File: src/rtl/tcqa_pkg.sv
// ----------------------------------------------------------------------------
// tcqa_pkg
// Shared constants, codes and types of the two-class queue arbiter.
// ----------------------------------------------------------------------------
package tcqa_pkg;

    localparam int QUEUE_DEPTH = 16;
    localparam int ID_BITS     = 8;
    localparam int IDX_BITS    = $clog2(QUEUE_DEPTH);
    localparam int CNT_BITS    = $clog2(QUEUE_DEPTH + 1);
    localparam int LIMIT_BITS  = 5;
    localparam int SUM_BITS    = CNT_BITS + 1;

    localparam logic [LIMIT_BITS-1:0] LIMIT_RESET = LIMIT_BITS'(5);

    typedef enum logic [1:0] {
        CMD_SERVE         = 2'd0,
        CMD_ADD_PRI_TAIL  = 2'd1,
        CMD_ADD_PRI_HEAD  = 2'd2,
        CMD_ADD_NORM_TAIL = 2'd3
    } cmd_t;

    typedef enum logic [1:0] {
        ST_ADDED   = 2'd0,
        ST_DROPPED = 2'd1,
        ST_SERVED  = 2'd2,
        ST_EMPTY   = 2'd3
    } status_t;

    typedef enum logic {
        CLASS_PRIORITY = 1'b0,
        CLASS_NORMAL   = 1'b1
    } class_t;

    // one access per queue memory for each transaction
    typedef struct packed {
        logic                pri_we;
        logic                pri_re;
        logic [IDX_BITS-1:0] pri_addr;
        logic                norm_we;
        logic                norm_re;
        logic [IDX_BITS-1:0] norm_addr;
    } mem_op_t;

    // result fields known at accept time; the served id follows from memory
    typedef struct packed {
        status_t             status;
        class_t              served_class;
        logic [CNT_BITS-1:0] pri_count;
        logic [CNT_BITS-1:0] norm_count;
    } step_res_t;

endpackage

File: src/rtl/tcqa_ram.sv
// ----------------------------------------------------------------------------
// tcqa_ram
// Single-port synchronous RAM, one access per cycle, registered read data.
// ----------------------------------------------------------------------------
module tcqa_ram #(
    parameter int DEPTH = 16,
    parameter int WIDTH = 8
) (
    input  logic                     aclk,
    input  logic                     we,
    input  logic                     re,
    input  logic [$clog2(DEPTH)-1:0] addr,
    input  logic [WIDTH-1:0]         wdata,
    output logic [WIDTH-1:0]         rdata
);

    logic [WIDTH-1:0] mem [DEPTH];
    logic [WIDTH-1:0] rdata_reg;

    // write or read one entry
    always_ff @(posedge aclk) begin
        if (we) begin
            mem[addr] <= wdata;
        end
        if (re) begin
            rdata_reg <= mem[addr];
        end
    end

    assign rdata = rdata_reg;

endmodule

File: src/rtl/tcqa_sched.sv
// ----------------------------------------------------------------------------
// tcqa_sched
// Head pointers and fill counts of both queues; decides each command and
// issues the matching queue memory access.
// ----------------------------------------------------------------------------
module tcqa_sched (
    input  logic                                aclk,
    input  logic                                aresetn,
    input  logic                                accept,
    input  tcqa_pkg::cmd_t                      command,
    input  logic [tcqa_pkg::LIMIT_BITS-1:0]     limit,
    output tcqa_pkg::mem_op_t                   mem_op,
    output tcqa_pkg::step_res_t                 res
);

    localparam int IW = tcqa_pkg::IDX_BITS;
    localparam int CW = tcqa_pkg::CNT_BITS;
    localparam int SW = tcqa_pkg::SUM_BITS;

    logic [IW-1:0] pri_head_reg,  pri_head_next;
    logic [CW-1:0] pri_used_reg,  pri_used_next;
    logic [IW-1:0] norm_head_reg, norm_head_next;
    logic [CW-1:0] norm_used_reg, norm_used_next;

    logic          pri_full, norm_full, pri_ok, norm_ok;
    logic [IW-1:0] pri_tail, norm_tail, pri_head_dec, pri_head_inc, norm_head_inc;
    logic [SW-1:0] pri_sum, norm_sum;

    // wrap arithmetic on queue indexes
    always_comb begin
        pri_sum  = SW'(pri_head_reg) + SW'(pri_used_reg);
        norm_sum = SW'(norm_head_reg) + SW'(norm_used_reg);
        pri_tail  = (pri_sum >= SW'(tcqa_pkg::QUEUE_DEPTH))
                  ? IW'(pri_sum - SW'(tcqa_pkg::QUEUE_DEPTH)) : IW'(pri_sum);
        norm_tail = (norm_sum >= SW'(tcqa_pkg::QUEUE_DEPTH))
                  ? IW'(norm_sum - SW'(tcqa_pkg::QUEUE_DEPTH)) : IW'(norm_sum);
        pri_head_dec  = (pri_head_reg == '0)
                      ? IW'(tcqa_pkg::QUEUE_DEPTH - 1) : pri_head_reg - IW'(1);
        pri_head_inc  = (pri_head_reg == IW'(tcqa_pkg::QUEUE_DEPTH - 1))
                      ? '0 : pri_head_reg + IW'(1);
        norm_head_inc = (norm_head_reg == IW'(tcqa_pkg::QUEUE_DEPTH - 1))
                      ? '0 : norm_head_reg + IW'(1);
    end

    assign pri_full  = (pri_used_reg == CW'(tcqa_pkg::QUEUE_DEPTH));
    assign norm_full = (norm_used_reg == CW'(tcqa_pkg::QUEUE_DEPTH));
    // priority wins only while the normal backlog is below the limit
    assign pri_ok    = (pri_used_reg != '0) && (SW'(norm_used_reg) < SW'(limit));
    assign norm_ok   = (norm_used_reg != '0);

    // decide the command
    always_comb begin
        pri_head_next  = pri_head_reg;
        pri_used_next  = pri_used_reg;
        norm_head_next = norm_head_reg;
        norm_used_next = norm_used_reg;
        mem_op           = '0;
        mem_op.pri_addr  = pri_head_reg;
        mem_op.norm_addr = norm_head_reg;
        res.status       = tcqa_pkg::ST_ADDED;
        res.served_class = tcqa_pkg::CLASS_PRIORITY;
        unique case (command)
            tcqa_pkg::CMD_ADD_PRI_TAIL: begin
                if (pri_full) begin
                    res.status = tcqa_pkg::ST_DROPPED;
                end else begin
                    mem_op.pri_we   = accept;
                    mem_op.pri_addr = pri_tail;
                    pri_used_next   = pri_used_reg + CW'(1);
                end
            end
            tcqa_pkg::CMD_ADD_PRI_HEAD: begin
                if (pri_full) begin
                    res.status = tcqa_pkg::ST_DROPPED;
                end else begin
                    mem_op.pri_we   = accept;
                    mem_op.pri_addr = pri_head_dec;
                    pri_head_next   = pri_head_dec;
                    pri_used_next   = pri_used_reg + CW'(1);
                end
            end
            tcqa_pkg::CMD_ADD_NORM_TAIL: begin
                if (norm_full) begin
                    res.status = tcqa_pkg::ST_DROPPED;
                end else begin
                    mem_op.norm_we   = accept;
                    mem_op.norm_addr = norm_tail;
                    norm_used_next   = norm_used_reg + CW'(1);
                end
            end
            tcqa_pkg::CMD_SERVE: begin
                if (pri_ok) begin
                    res.status    = tcqa_pkg::ST_SERVED;
                    mem_op.pri_re = accept;
                    pri_head_next = pri_head_inc;
                    pri_used_next = pri_used_reg - CW'(1);
                end else if (norm_ok) begin
                    res.status       = tcqa_pkg::ST_SERVED;
                    res.served_class = tcqa_pkg::CLASS_NORMAL;
                    mem_op.norm_re   = accept;
                    norm_head_next   = norm_head_inc;
                    norm_used_next   = norm_used_reg - CW'(1);
                end else begin
                    res.status = tcqa_pkg::ST_EMPTY;
                end
            end
            default: begin
                res.status = tcqa_pkg::ST_EMPTY;
            end
        endcase
        res.pri_count  = pri_used_next;
        res.norm_count = norm_used_next;
    end

    // advance pointers on each accepted transaction
    always_ff @(posedge aclk) begin
        if (!aresetn) begin
            pri_head_reg  <= '0;
            pri_used_reg  <= '0;
            norm_head_reg <= '0;
            norm_used_reg <= '0;
        end else if (accept) begin
            pri_head_reg  <= pri_head_next;
            pri_used_reg  <= pri_used_next;
            norm_head_reg <= norm_head_next;
            norm_used_reg <= norm_used_next;
        end
    end

endmodule

File: src/rtl/two_class_queue_arbiter.sv
// Pipeline: the decision and the queue RAM read are registered in the read
// stage, then the result in the output register, which m_ready may stall.
// Throughput: one command per cycle unless m_ready stalls; each command makes
// one access to one single-port queue RAM; pointers update in the accept cycle.
// Reset: synchronous, active low; clears pointers, counts and handshake state
// and sets the backlog limit to 5. Queue RAM contents are not cleared.
// ----------------------------------------------------------------------------
// two_class_queue_arbiter
// Two circular id queues, priority and normal, with a serve arbiter that
// yields to the normal class once its backlog reaches a programmable limit.
// ----------------------------------------------------------------------------
module two_class_queue_arbiter (
    input  logic                                aclk,
    input  logic                                aresetn,
    input  logic                                cfg_valid,
    output logic                                cfg_ready,
    input  logic [tcqa_pkg::LIMIT_BITS-1:0]     cfg_data,
    input  logic                                s_valid,
    output logic                                s_ready,
    input  logic [1:0]                          s_command,
    input  logic [tcqa_pkg::ID_BITS-1:0]        s_item_id,
    output logic                                m_valid,
    input  logic                                m_ready,
    output logic [1:0]                          m_status,
    output logic                                m_served_class,
    output logic [tcqa_pkg::ID_BITS-1:0]        m_served_id,
    output logic [tcqa_pkg::CNT_BITS-1:0]       m_priority_count,
    output logic [tcqa_pkg::CNT_BITS-1:0]       m_normal_count
);

    logic [tcqa_pkg::LIMIT_BITS-1:0] limit_reg;
    logic                            accept, out_free, p1_move;
    tcqa_pkg::mem_op_t               mem_op;
    tcqa_pkg::step_res_t             step_res;
    logic [tcqa_pkg::ID_BITS-1:0]    pri_rdata, norm_rdata, served_id;

    logic                            p1_valid_reg;
    tcqa_pkg::step_res_t             p1_res_reg;
    logic                            m_valid_reg;
    tcqa_pkg::step_res_t             m_res_reg;
    logic [tcqa_pkg::ID_BITS-1:0]    m_id_reg;

    // hold the backlog limit
    assign cfg_ready = 1'b1;

    always_ff @(posedge aclk) begin
        if (!aresetn) begin
            limit_reg <= tcqa_pkg::LIMIT_RESET;
        end else if (cfg_valid) begin
            limit_reg <= cfg_data;
        end
    end

    // handshake: the read stage drains whenever the output register frees up
    assign out_free = !m_valid_reg || m_ready;
    assign p1_move  = p1_valid_reg && out_free;
    assign s_ready  = !p1_valid_reg || out_free;
    assign accept   = s_valid && s_ready;

    tcqa_sched u_sched (
        .aclk    (aclk),
        .aresetn (aresetn),
        .accept  (accept),
        .command (tcqa_pkg::cmd_t'(s_command)),
        .limit   (limit_reg),
        .mem_op  (mem_op),
        .res     (step_res)
    );

    tcqa_ram #(
        .DEPTH (tcqa_pkg::QUEUE_DEPTH),
        .WIDTH (tcqa_pkg::ID_BITS)
    ) u_pri_ram (
        .aclk  (aclk),
        .we    (mem_op.pri_we),
        .re    (mem_op.pri_re),
        .addr  (mem_op.pri_addr),
        .wdata (s_item_id),
        .rdata (pri_rdata)
    );

    tcqa_ram #(
        .DEPTH (tcqa_pkg::QUEUE_DEPTH),
        .WIDTH (tcqa_pkg::ID_BITS)
    ) u_norm_ram (
        .aclk  (aclk),
        .we    (mem_op.norm_we),
        .re    (mem_op.norm_re),
        .addr  (mem_op.norm_addr),
        .wdata (s_item_id),
        .rdata (norm_rdata)
    );

    // hold the decision while the queue RAM read completes
    always_ff @(posedge aclk) begin
        if (!aresetn) begin
            p1_valid_reg <= 1'b0;
        end else if (accept) begin
            p1_valid_reg <= 1'b1;
        end else if (p1_move) begin
            p1_valid_reg <= 1'b0;
        end
    end

    always_ff @(posedge aclk) begin
        if (accept) begin
            p1_res_reg <= step_res;
        end
    end

    // pick the served id; zero unless something was served
    always_comb begin
        served_id = '0;
        if (p1_res_reg.status == tcqa_pkg::ST_SERVED) begin
            served_id = (p1_res_reg.served_class == tcqa_pkg::CLASS_NORMAL)
                      ? norm_rdata : pri_rdata;
        end
    end

    // output register
    always_ff @(posedge aclk) begin
        if (!aresetn) begin
            m_valid_reg <= 1'b0;
        end else if (p1_move) begin
            m_valid_reg <= 1'b1;
        end else if (m_ready) begin
            m_valid_reg <= 1'b0;
        end
    end

    always_ff @(posedge aclk) begin
        if (p1_move) begin
            m_res_reg <= p1_res_reg;
            m_id_reg  <= served_id;
        end
    end

    assign m_valid          = m_valid_reg;
    assign m_status         = m_res_reg.status;
    assign m_served_class   = m_res_reg.served_class;
    assign m_served_id      = m_id_reg;
    assign m_priority_count = m_res_reg.pri_count;
    assign m_normal_count   = m_res_reg.norm_count;

endmodule

File: config.mk
export PLATFORM = sky130hd
export DESIGN_NAME = two_class_queue_arbiter
export DESIGN_NICKNAME = d
export VERILOG_FILES = /design/src/rtl/tcqa_pkg.sv /design/src/rtl/tcqa_ram.sv /design/src/rtl/tcqa_sched.sv /design/src/rtl/two_class_queue_arbiter.sv
export SDC_FILE = /design/constraint.sdc
export NUM_CORES = 1
export LEC_CHECK = 0
export ABC_CLOCK_PERIOD_IN_PS = 4600
export BUFFER_PORTS_ARGS = -buffer_cell sky130_fd_sc_hd__buf_4
export CORE_MARGIN = 2
export CORE_UTILIZATION = 38
export CTS_BUF_LIST = sky130_fd_sc_hd__clkbuf_16
export CTS_CLUSTER_SIZE = 12
export DETAILED_ROUTE_END_ITERATION = 10
export GPL_ROUTABILITY_DRIVEN = 1
export PLACE_DENSITY = 0.55
export SETUP_SLACK_MARGIN = 0.4
export SYNTH_ARGS = -nofsm -noshare
export SYNTH_HDL_FRONTEND = slang
export SYNTH_SLANG_ARGS = --single-unit
File: constraint.sdc
create_clock -name aclk -period 4.6 [get_ports aclk]
set_input_delay 0.23 -clock aclk [delete_from_list [all_inputs] [get_ports aclk]]
set_output_delay 0.23 -clock aclk [all_outputs]
set_load 0.005 [all_outputs]
# Yosys cells after proc, flatten, opt, wreduce, memory -nomap -nowiden
# Memory sizes are Yosys's and may differ from the RTL's. A register that Yosys moved wholly into a read port is not among the register bits.
# Index checks and enable logic that the tools add are counted.
[totals]
ramBits = 256
mem_count = 2
regBits = 59
[op_classes]
bitwise = 2
n_lt_le_gt_ge = 3
addsub = 11
reduce_logical = 18
eq_ne = 9
mux = 43
[memory_table]
columns = ["memory", "words", "width", "rd", "rd_clocked_by_memory_dff", "wr", "line_no", "text"]
rows = [
  ["u_norm_ram.mem", 16, 8, 1, 1, 1, "tcqa_ram.sv:17", "logic [WIDTH-1:0] mem [DEPTH];"],
  ["u_pri_ram.mem", 16, 8, 1, 1, 1, "tcqa_ram.sv:17", ""],
]
[ops]
columns = ["operator", "count"]
rows = [
  ["4-bit 2-to-1 mux", 10],
  ["5-bit 2-to-1 mux", 5],
  ["1-bit 2-to-1 mux", 21],
  ["5-bit case mux with 2 select lines", 2],
  ["4-bit case mux with 2 select lines", 2],
  ["4-bit by 5-bit adder with 6-bit output", 2],
  ["6-bit by 5-bit greater-or-equal comparator with 1-bit output, second input constant", 2],
  ["4-bit by 1-bit subtractor with 4-bit output, second input constant", 3],
  ["5-bit by 1-bit adder with 5-bit output, second input constant", 2],
  ["5-bit equality test, second input constant", 2],
  ["5-bit nonzero test", 2],
  ["5-bit by 1-bit subtractor with 5-bit output, second input constant", 2],
  ["4-bit by 1-bit adder with 4-bit output, second input constant", 2],
  ["4-bit equality test, second input constant", 2],
  ["8-bit 2-to-1 mux", 1],
  ["2-bit equality test, second input constant", 3],
  ["2-bit case mux with 3 select lines", 1],
  ["2-bit nonzero test", 3],
  ["5-bit less-than comparator", 1],
  ["4-bit logical NOT", 1],
  ["4-bit AND reduction", 1],
  ["2-bit OR reduction", 2],
  ["1-bit logical AND", 3],
  ["3-bit AND reduction", 1],
  ["other kinds (7)", 10],
]

# Logic depth before layout (Yosys ltp)
[logic_depth]
word_depth = 8
depth_mapped = 12

# Cells and area by module
# A second synthesis with hierarchy kept.
[hier_totals]
hier_cells = 832
area_unflattened_um2 = 13959.6
[modules_own_cells]
columns = ["module", "n_inst", "cells_per_inst", "area_per_inst_um2", "seq_area_each_um2"]
rows = [
  ["tcqa_ram", 2, 230, 5147.4, 4083.9],
  ["tcqa_sched", 1, 292, 2208.4, 360.3],
  ["two_class_queue_arbiter", 1, 80, 1456.4, 1161.1],
]

# Worst setup path after synthesis
# Ideal clock, no wire load.
[synth_timing]
path_kind = "flip-flop to flip-flop"
startpoint = "register u_sched.norm_used_reg[1]"
endpoint = "memory u_norm_ram.mem[0][0], enable pin"
stages_incl_launch_ff = 9
t_required_ns = 4.217
setup_time_ns = 0.383
arrival_ns = 2.703
synth_period_minus_slack_ns = 3.086
n_path_buf = 1
path_slack_ns = 1.514
cell_sequence = "dfxtp_1 > ha_1 > a21o_1 > a21oi_1 > mux2i_1 > xnor2_2 > clkbuf_1 > nand4_1 > nor3_1"
[synth_between]
elab_chain_len = 5
[synth_lines]
columns = ["element", "line_no", "text"]
rows = [
  ["from (decl)", "tcqa_sched.sv:23", "logic [CW-1:0] norm_used_reg, norm_used_next;"],
  ["from (signal assigned)", "tcqa_sched.sv:126", "norm_used_reg <= norm_used_next;"],
  ["4-bit by 5-bit adder with 6-bit output / 5-bit equality test (equally long branches)", "tcqa_sched.sv:32, tcqa_sched.sv:46", ""],
  ["6-bit by 5-bit greater-or-equal comparator with 1-bit output (tied with other cells)", "tcqa_sched.sv:35", "norm_tail = (norm_sum >= SW'(tcqa_pkg::QUEUE_DEPTH))"],
  ["4-bit 2-to-1 mux / 1-bit 2-to-1 mux (equally long branches)", "tcqa_sched.sv:36, tcqa_sched.sv:62", ""],
  ["4-bit 2-to-1 mux / 1-bit 2-to-1 mux (equally long branches)", "tcqa_sched.sv:83, tcqa_ram.sv:22", ""],
  ["4-bit 2-to-1 mux / 1-bit 2-to-1 mux (equally long branches)", "tcqa_sched.sv:62, tcqa_ram.sv:23", ""],
  ["to (decl)", "tcqa_ram.sv:17", ""],
]
# Parallel ways exist; a longest one is shown, timed or not.

# Final worst setup path
[layout_timing]
startpoint = "register u_sched.pri_used_reg[1]"
endpoint = "register u_pri_ram.rdata_reg[1], in the netlist u_pri_ram.rdata[1], read port of u_pri_ram.mem, data pin"
[layout_between]
elab_chain_len = 5
[layout_lines]
columns = ["element", "line_no", "text"]
rows = [
  ["from (decl)", "tcqa_sched.sv:21", "logic [CW-1:0] pri_used_reg, pri_used_next;"],
  ["from (signal assigned)", "tcqa_sched.sv:124", "pri_used_reg <= pri_used_next;"],
  ["4-bit by 5-bit adder with 6-bit output", "tcqa_sched.sv:31", "pri_sum = SW'(pri_head_reg) + SW'(pri_used_reg);"],
  ["6-bit by 5-bit greater-or-equal comparator with 1-bit output / 4-bit by 1-bit subtractor with 4-bit output (equally long branches)", "tcqa_sched.sv:33, tcqa_sched.sv:34", ""],
  ["4-bit 2-to-1 mux", "tcqa_sched.sv:34", "? IW'(pri_sum - SW'(tcqa_pkg::QUEUE_DEPTH)) : IW'(pri_sum);"],
  ["4-bit 2-to-1 mux", "tcqa_sched.sv:64", "if (pri_full) begin"],
  ["4-bit case mux with 2 select lines", "tcqa_sched.sv:62", "unique case (command)"],
  ["to (decl)", "tcqa_ram.sv:18", "logic [WIDTH-1:0] rdata_reg;"],
]
# Parallel ways exist; a longest one is shown, timed or not.
# A chain may end at the register's enable or synchronous reset.

==> results.md <==
* I/O pins at 44
* Clk pin slew, worst setup/hold paths at 0.06 ns
* Area delta synth->final at 15.5%
* Worst R2R Path Depth at 10
* Post-DRT Antenna Nets at 0
* PortBufs at 42
* Power Dens Cells at 406 nW/um2
* Max-Cap Viols at 0
* Final setup TNS at 0 ns
* Worst R2R Start: u_sched.pri_used_reg[1]$_SDFFE_PN0P_
* Initial antenna violation count at 0
* Placed cell area at 15300 um2
* Netlist Area Pre-Place at 14300 um2
* Crit Path Category: reg2reg
* WL final at 30.6 mm
* Met3 Resource Use GR at 0.0283
* Filler cells at 3278
* Vias per std cell at 5.11
* Commonest non-fill, non-tap cell in the layout: edfxtp_1
* CP endpoint kind: flop
* Worst setup SP type: flop
* Top Usage Layer GRT: met2
* CTS H-tree depth at 2
* Hold path startpoint: aresetn
* CTS tree: done
* DRT Pass-1 Iters at 5
* Die width at 198 um
* ANT cells at 0
* EDFF count, synth at 306
* Final estimated routing congestion in global placement at between 0.7 and 0.8
* Fin. max-slew vios at 0
* Initial core utilization at 0.383
* Met1 usage at 0.226
* Final hold slack at 0.0266 ns
* CP arrival at 3.78 ns
* Vias in the first global route at 7716
* Yosys warnings at 0
* Leakage power at 5.90 nW
* CTS Root Cell: clkbuf_16
* Unique masters post-synth at 79
* Number of cells on the worst hold path at 2
* Core area at between 30000 and 40000 um2
* Slew Limit Headroom at 0.330
* Seq/Total Area, Yosys at 0.677
* Final setup viols at 0
* CTS max path bufs at 3
* Final Hold Fails at 0
* Async SR Flop Fraction at 0
* Required @ worst endpoint at 4.84 ns
* Fin nets at 1021
* Status: finished, final reports clean
* WL/cell at 20.2 um
* Hold path endpoint: u_sched.pri_used_reg[3]$_SDFFE_PN0P_
* Grt total ovfl at 0
* Worst R2R End: u_pri_ram.rdata[1]$_DFFE_PP_
* Largest net degree at the start of global routing at 52
* Die area at 39300 um2
* Routed vias at roughly 7700
* FF+latch count, synth at approximately 330
* Mapped Cells at 904
* CP Max Fanout at 51
* Post-synth top flop: edfxtp_1
* Clock skew at between 0.02 and 0.03 ns
* VDD IR max at just under 0.2 mV
* GRT Total Usage at 0.161
* Most frequent cells in the layout: 306 x edfxtp_1, 138 x mux2i_1, 71 x buf_4, 63 x nor2_1, 45 x nand2_1
* DRC Markers at 0
* Num CTS Buffers at 36
* Post-route cell area at 16500 um2
* Post-DP HPWL at a little under 20 mm
* Tmin final at ~3.5 ns
* Fmax achieved at ~280 MHz
* Reg2Reg Setup Slack at approximately 1.1 ns
* Met2 usage at 0.256
* Fraction of layout cells with a size suffix above 1 at 0.165
* Worst min-delay path category: in2reg
* Syn Nets at 948
* Worst Tran Pin Value at 1.00 ns
* RSZ-0062 raised after global routing: false
* Core Rows at 71
* First DRT Iteration DRCs at 603
* Clock sinks at 331
* Final worst-path cycle share at 0.769
* Global-route wire length before repair at 47.3 mm
* Overall power at approximately 6.7 mW
* CTS resizes at 0
* Later-pin clock latency in the skew report at 0.53 ns
* Die height at 198 um
* Avg Synthesized Cell Area at between 15 and 20 um2
-- area by class of cell --
type / instances / area, um2 / share of cell area
clock buffers: 38 / 951 / 0.0575
clock inverters: 25 / 189 / 0.0114
inverters: 22 / 82.6 / 0.00499
multi-input cells: 502 / 4300 / 0.260
flip-flops and latches: 331 / 9690 / 0.586
well taps: 511 / 639 / 0.0387
repair buffers: 84 / 683 / 0.0413
-- stage by stage --
step / util / std cells / setup slack (ns)
floorplan: - / 904 / 1.51
global placement: 0.409 / 1439 / 1.11
detailed placement: 0.409 / 1439 / 1.07
CTS: 0.442 / 1513 / 1.05
global route: 0.442 / 1513 / 0.801
finish: 0.442 / 1513 / 1.06
-- timing repair --
item,CTS,global route
endpoints found under the hold margin,7,0
hold buffers,11,0
setup buffers,0,0
-- power breakdown --
part | switching (mW) | total (mW) | internal, mW
combinational | 0.353 | 0.581 | 0.228
clock | 1.12 | 2.77 | 1.65
sequential | 0.0266 | 3.37 | 3.34
total | 1.50 | 6.72 | 5.22
-- critical path, stage by stage, from the launching register on --
cell and delay, ns:
dfxtp_1 0.49, inv_1 0.12, ha_1 0.28, nand4bb_1 0.38, and2_1 0.37, a22o_4 0.37, buf_12 0.37, mux2i_1 0.23
mux2i_1 0.14, mux2i_1 0.33, mux2i_1 0.13
-- kinds of logic (layout without fill, tap and decap cells) --
family | Yosys count | after routing | synth area share
flip-flops | 331 | 331 | 0.677
adder cells (fa/ha/maj) | 24 | 24 | 0.0220
multiplexers | 172 | 172 | 0.149
AND/OR/NAND/NOR | 182 | 182 | 0.0633
other | 1 | 1 | 0.000262
XOR/XNOR | 7 | 7 | 0.00481
buffers and inverters | 71 | 169 | 0.0254
AO/OA/AOI/OAI | 116 | 116 | 0.0585
-- synthesized netlist by cell type (2+ instances only) --
library cell | instances | area share
edfxtp_1 | 306 | 0.64
mux2i_1 | 138 | 0.096
nor2_1 | 63 | 0.017
nand2_1 | 45 | 0.012
mux4_2 | 32 | 0.050
dfxtp_1 | 25 | 0.035
ha_1 | 22 | 0.019
a21oi_1 | 21 | 0.0073
clkbuf_1 | 20 | 0.0052
inv_1 | 20 | 0.0052
a22oi_1 | 17 | 0.0089
nor3_1 | 16 | 0.0056
o21ai_0 | 16 | 0.0056
buf_2 | 12 | 0.0042
nand2b_1 | 12 | 0.0052
buf_6 | 9 | 0.0071
nand3_1 | 9 | 0.0031
a21o_1 | 6 | 0.0031
and2_1 | 6 | 0.0026
nor2b_1 | 6 | 0.0026
o21a_1 | 5 | 0.0026
o31ai_1 | 5 | 0.0026
xnor2_1 | 5 | 0.0031
a41oi_1 | 4 | 0.0024
buf_1 | 4 | 0.0010
buf_4 | 4 | 0.0021
o211ai_1 | 4 | 0.0021
o21ai_1 | 4 | 0.0014
and3_1 | 3 | 0.0013
nor4b_1 | 3 | 0.0018
o2111ai_1 | 3 | 0.0018
a22o_1 | 2 | 0.0012
a311o_1 | 2 | 0.0014
a311oi_1 | 2 | 0.0012
a31oi_1 | 2 | 0.00087
a32oi_1 | 2 | 0.0012
fa_1 | 2 | 0.0028
nor4_1 | 2 | 0.00087
o211a_1 | 2 | 0.0014
o22ai_1 | 2 | 0.00087
o31a_1 | 2 | 0.0012
o41ai_1 | 2 | 0.0012
-- worst max path at each step --
| stage | endpoint | start | slack (ns) |
|---|---|---|---|
| final | u_pri_ram.rdata[1]$_DFFE_PP_ | u_sched.pri_used_reg[1]$_SDFFE_PN0P_ | 1.06 |
| after global routing | u_pri_ram.mem[12][5]$_DFFE_PP_ | u_sched.pri_used_reg[0]$_SDFFE_PN0P_ | 0.80 |
| after CTS | u_pri_ram.mem[14][5]$_DFFE_PP_ | u_sched.pri_used_reg[1]$_SDFFE_PN0P_ | 1.05 |
| after detailed placement | u_pri_ram.mem[14][1]$_DFFE_PP_ | u_sched.pri_used_reg[1]$_SDFFE_PN0P_ | 1.07 |
| after global placement | u_pri_ram.rdata[5]$_DFFE_PP_ | u_sched.pri_used_reg[0]$_SDFFE_PN0P_ | 1.11 |
| after floorplan | u_norm_ram.mem[0][0]$_DFFE_PP_ | u_sched.norm_used_reg[1]$_SDFFE_PN0P_ | 1.51 |
-- per-layer routing --
layer / wire (um) / vias to the layer above
li1: - / 3670
met1: 14400 / 3859
met2: 14300 / 153
met3: 1190 / 49
met4: 697 / 0
met5: 0 / -
Power figures use the tool's default switching activity.
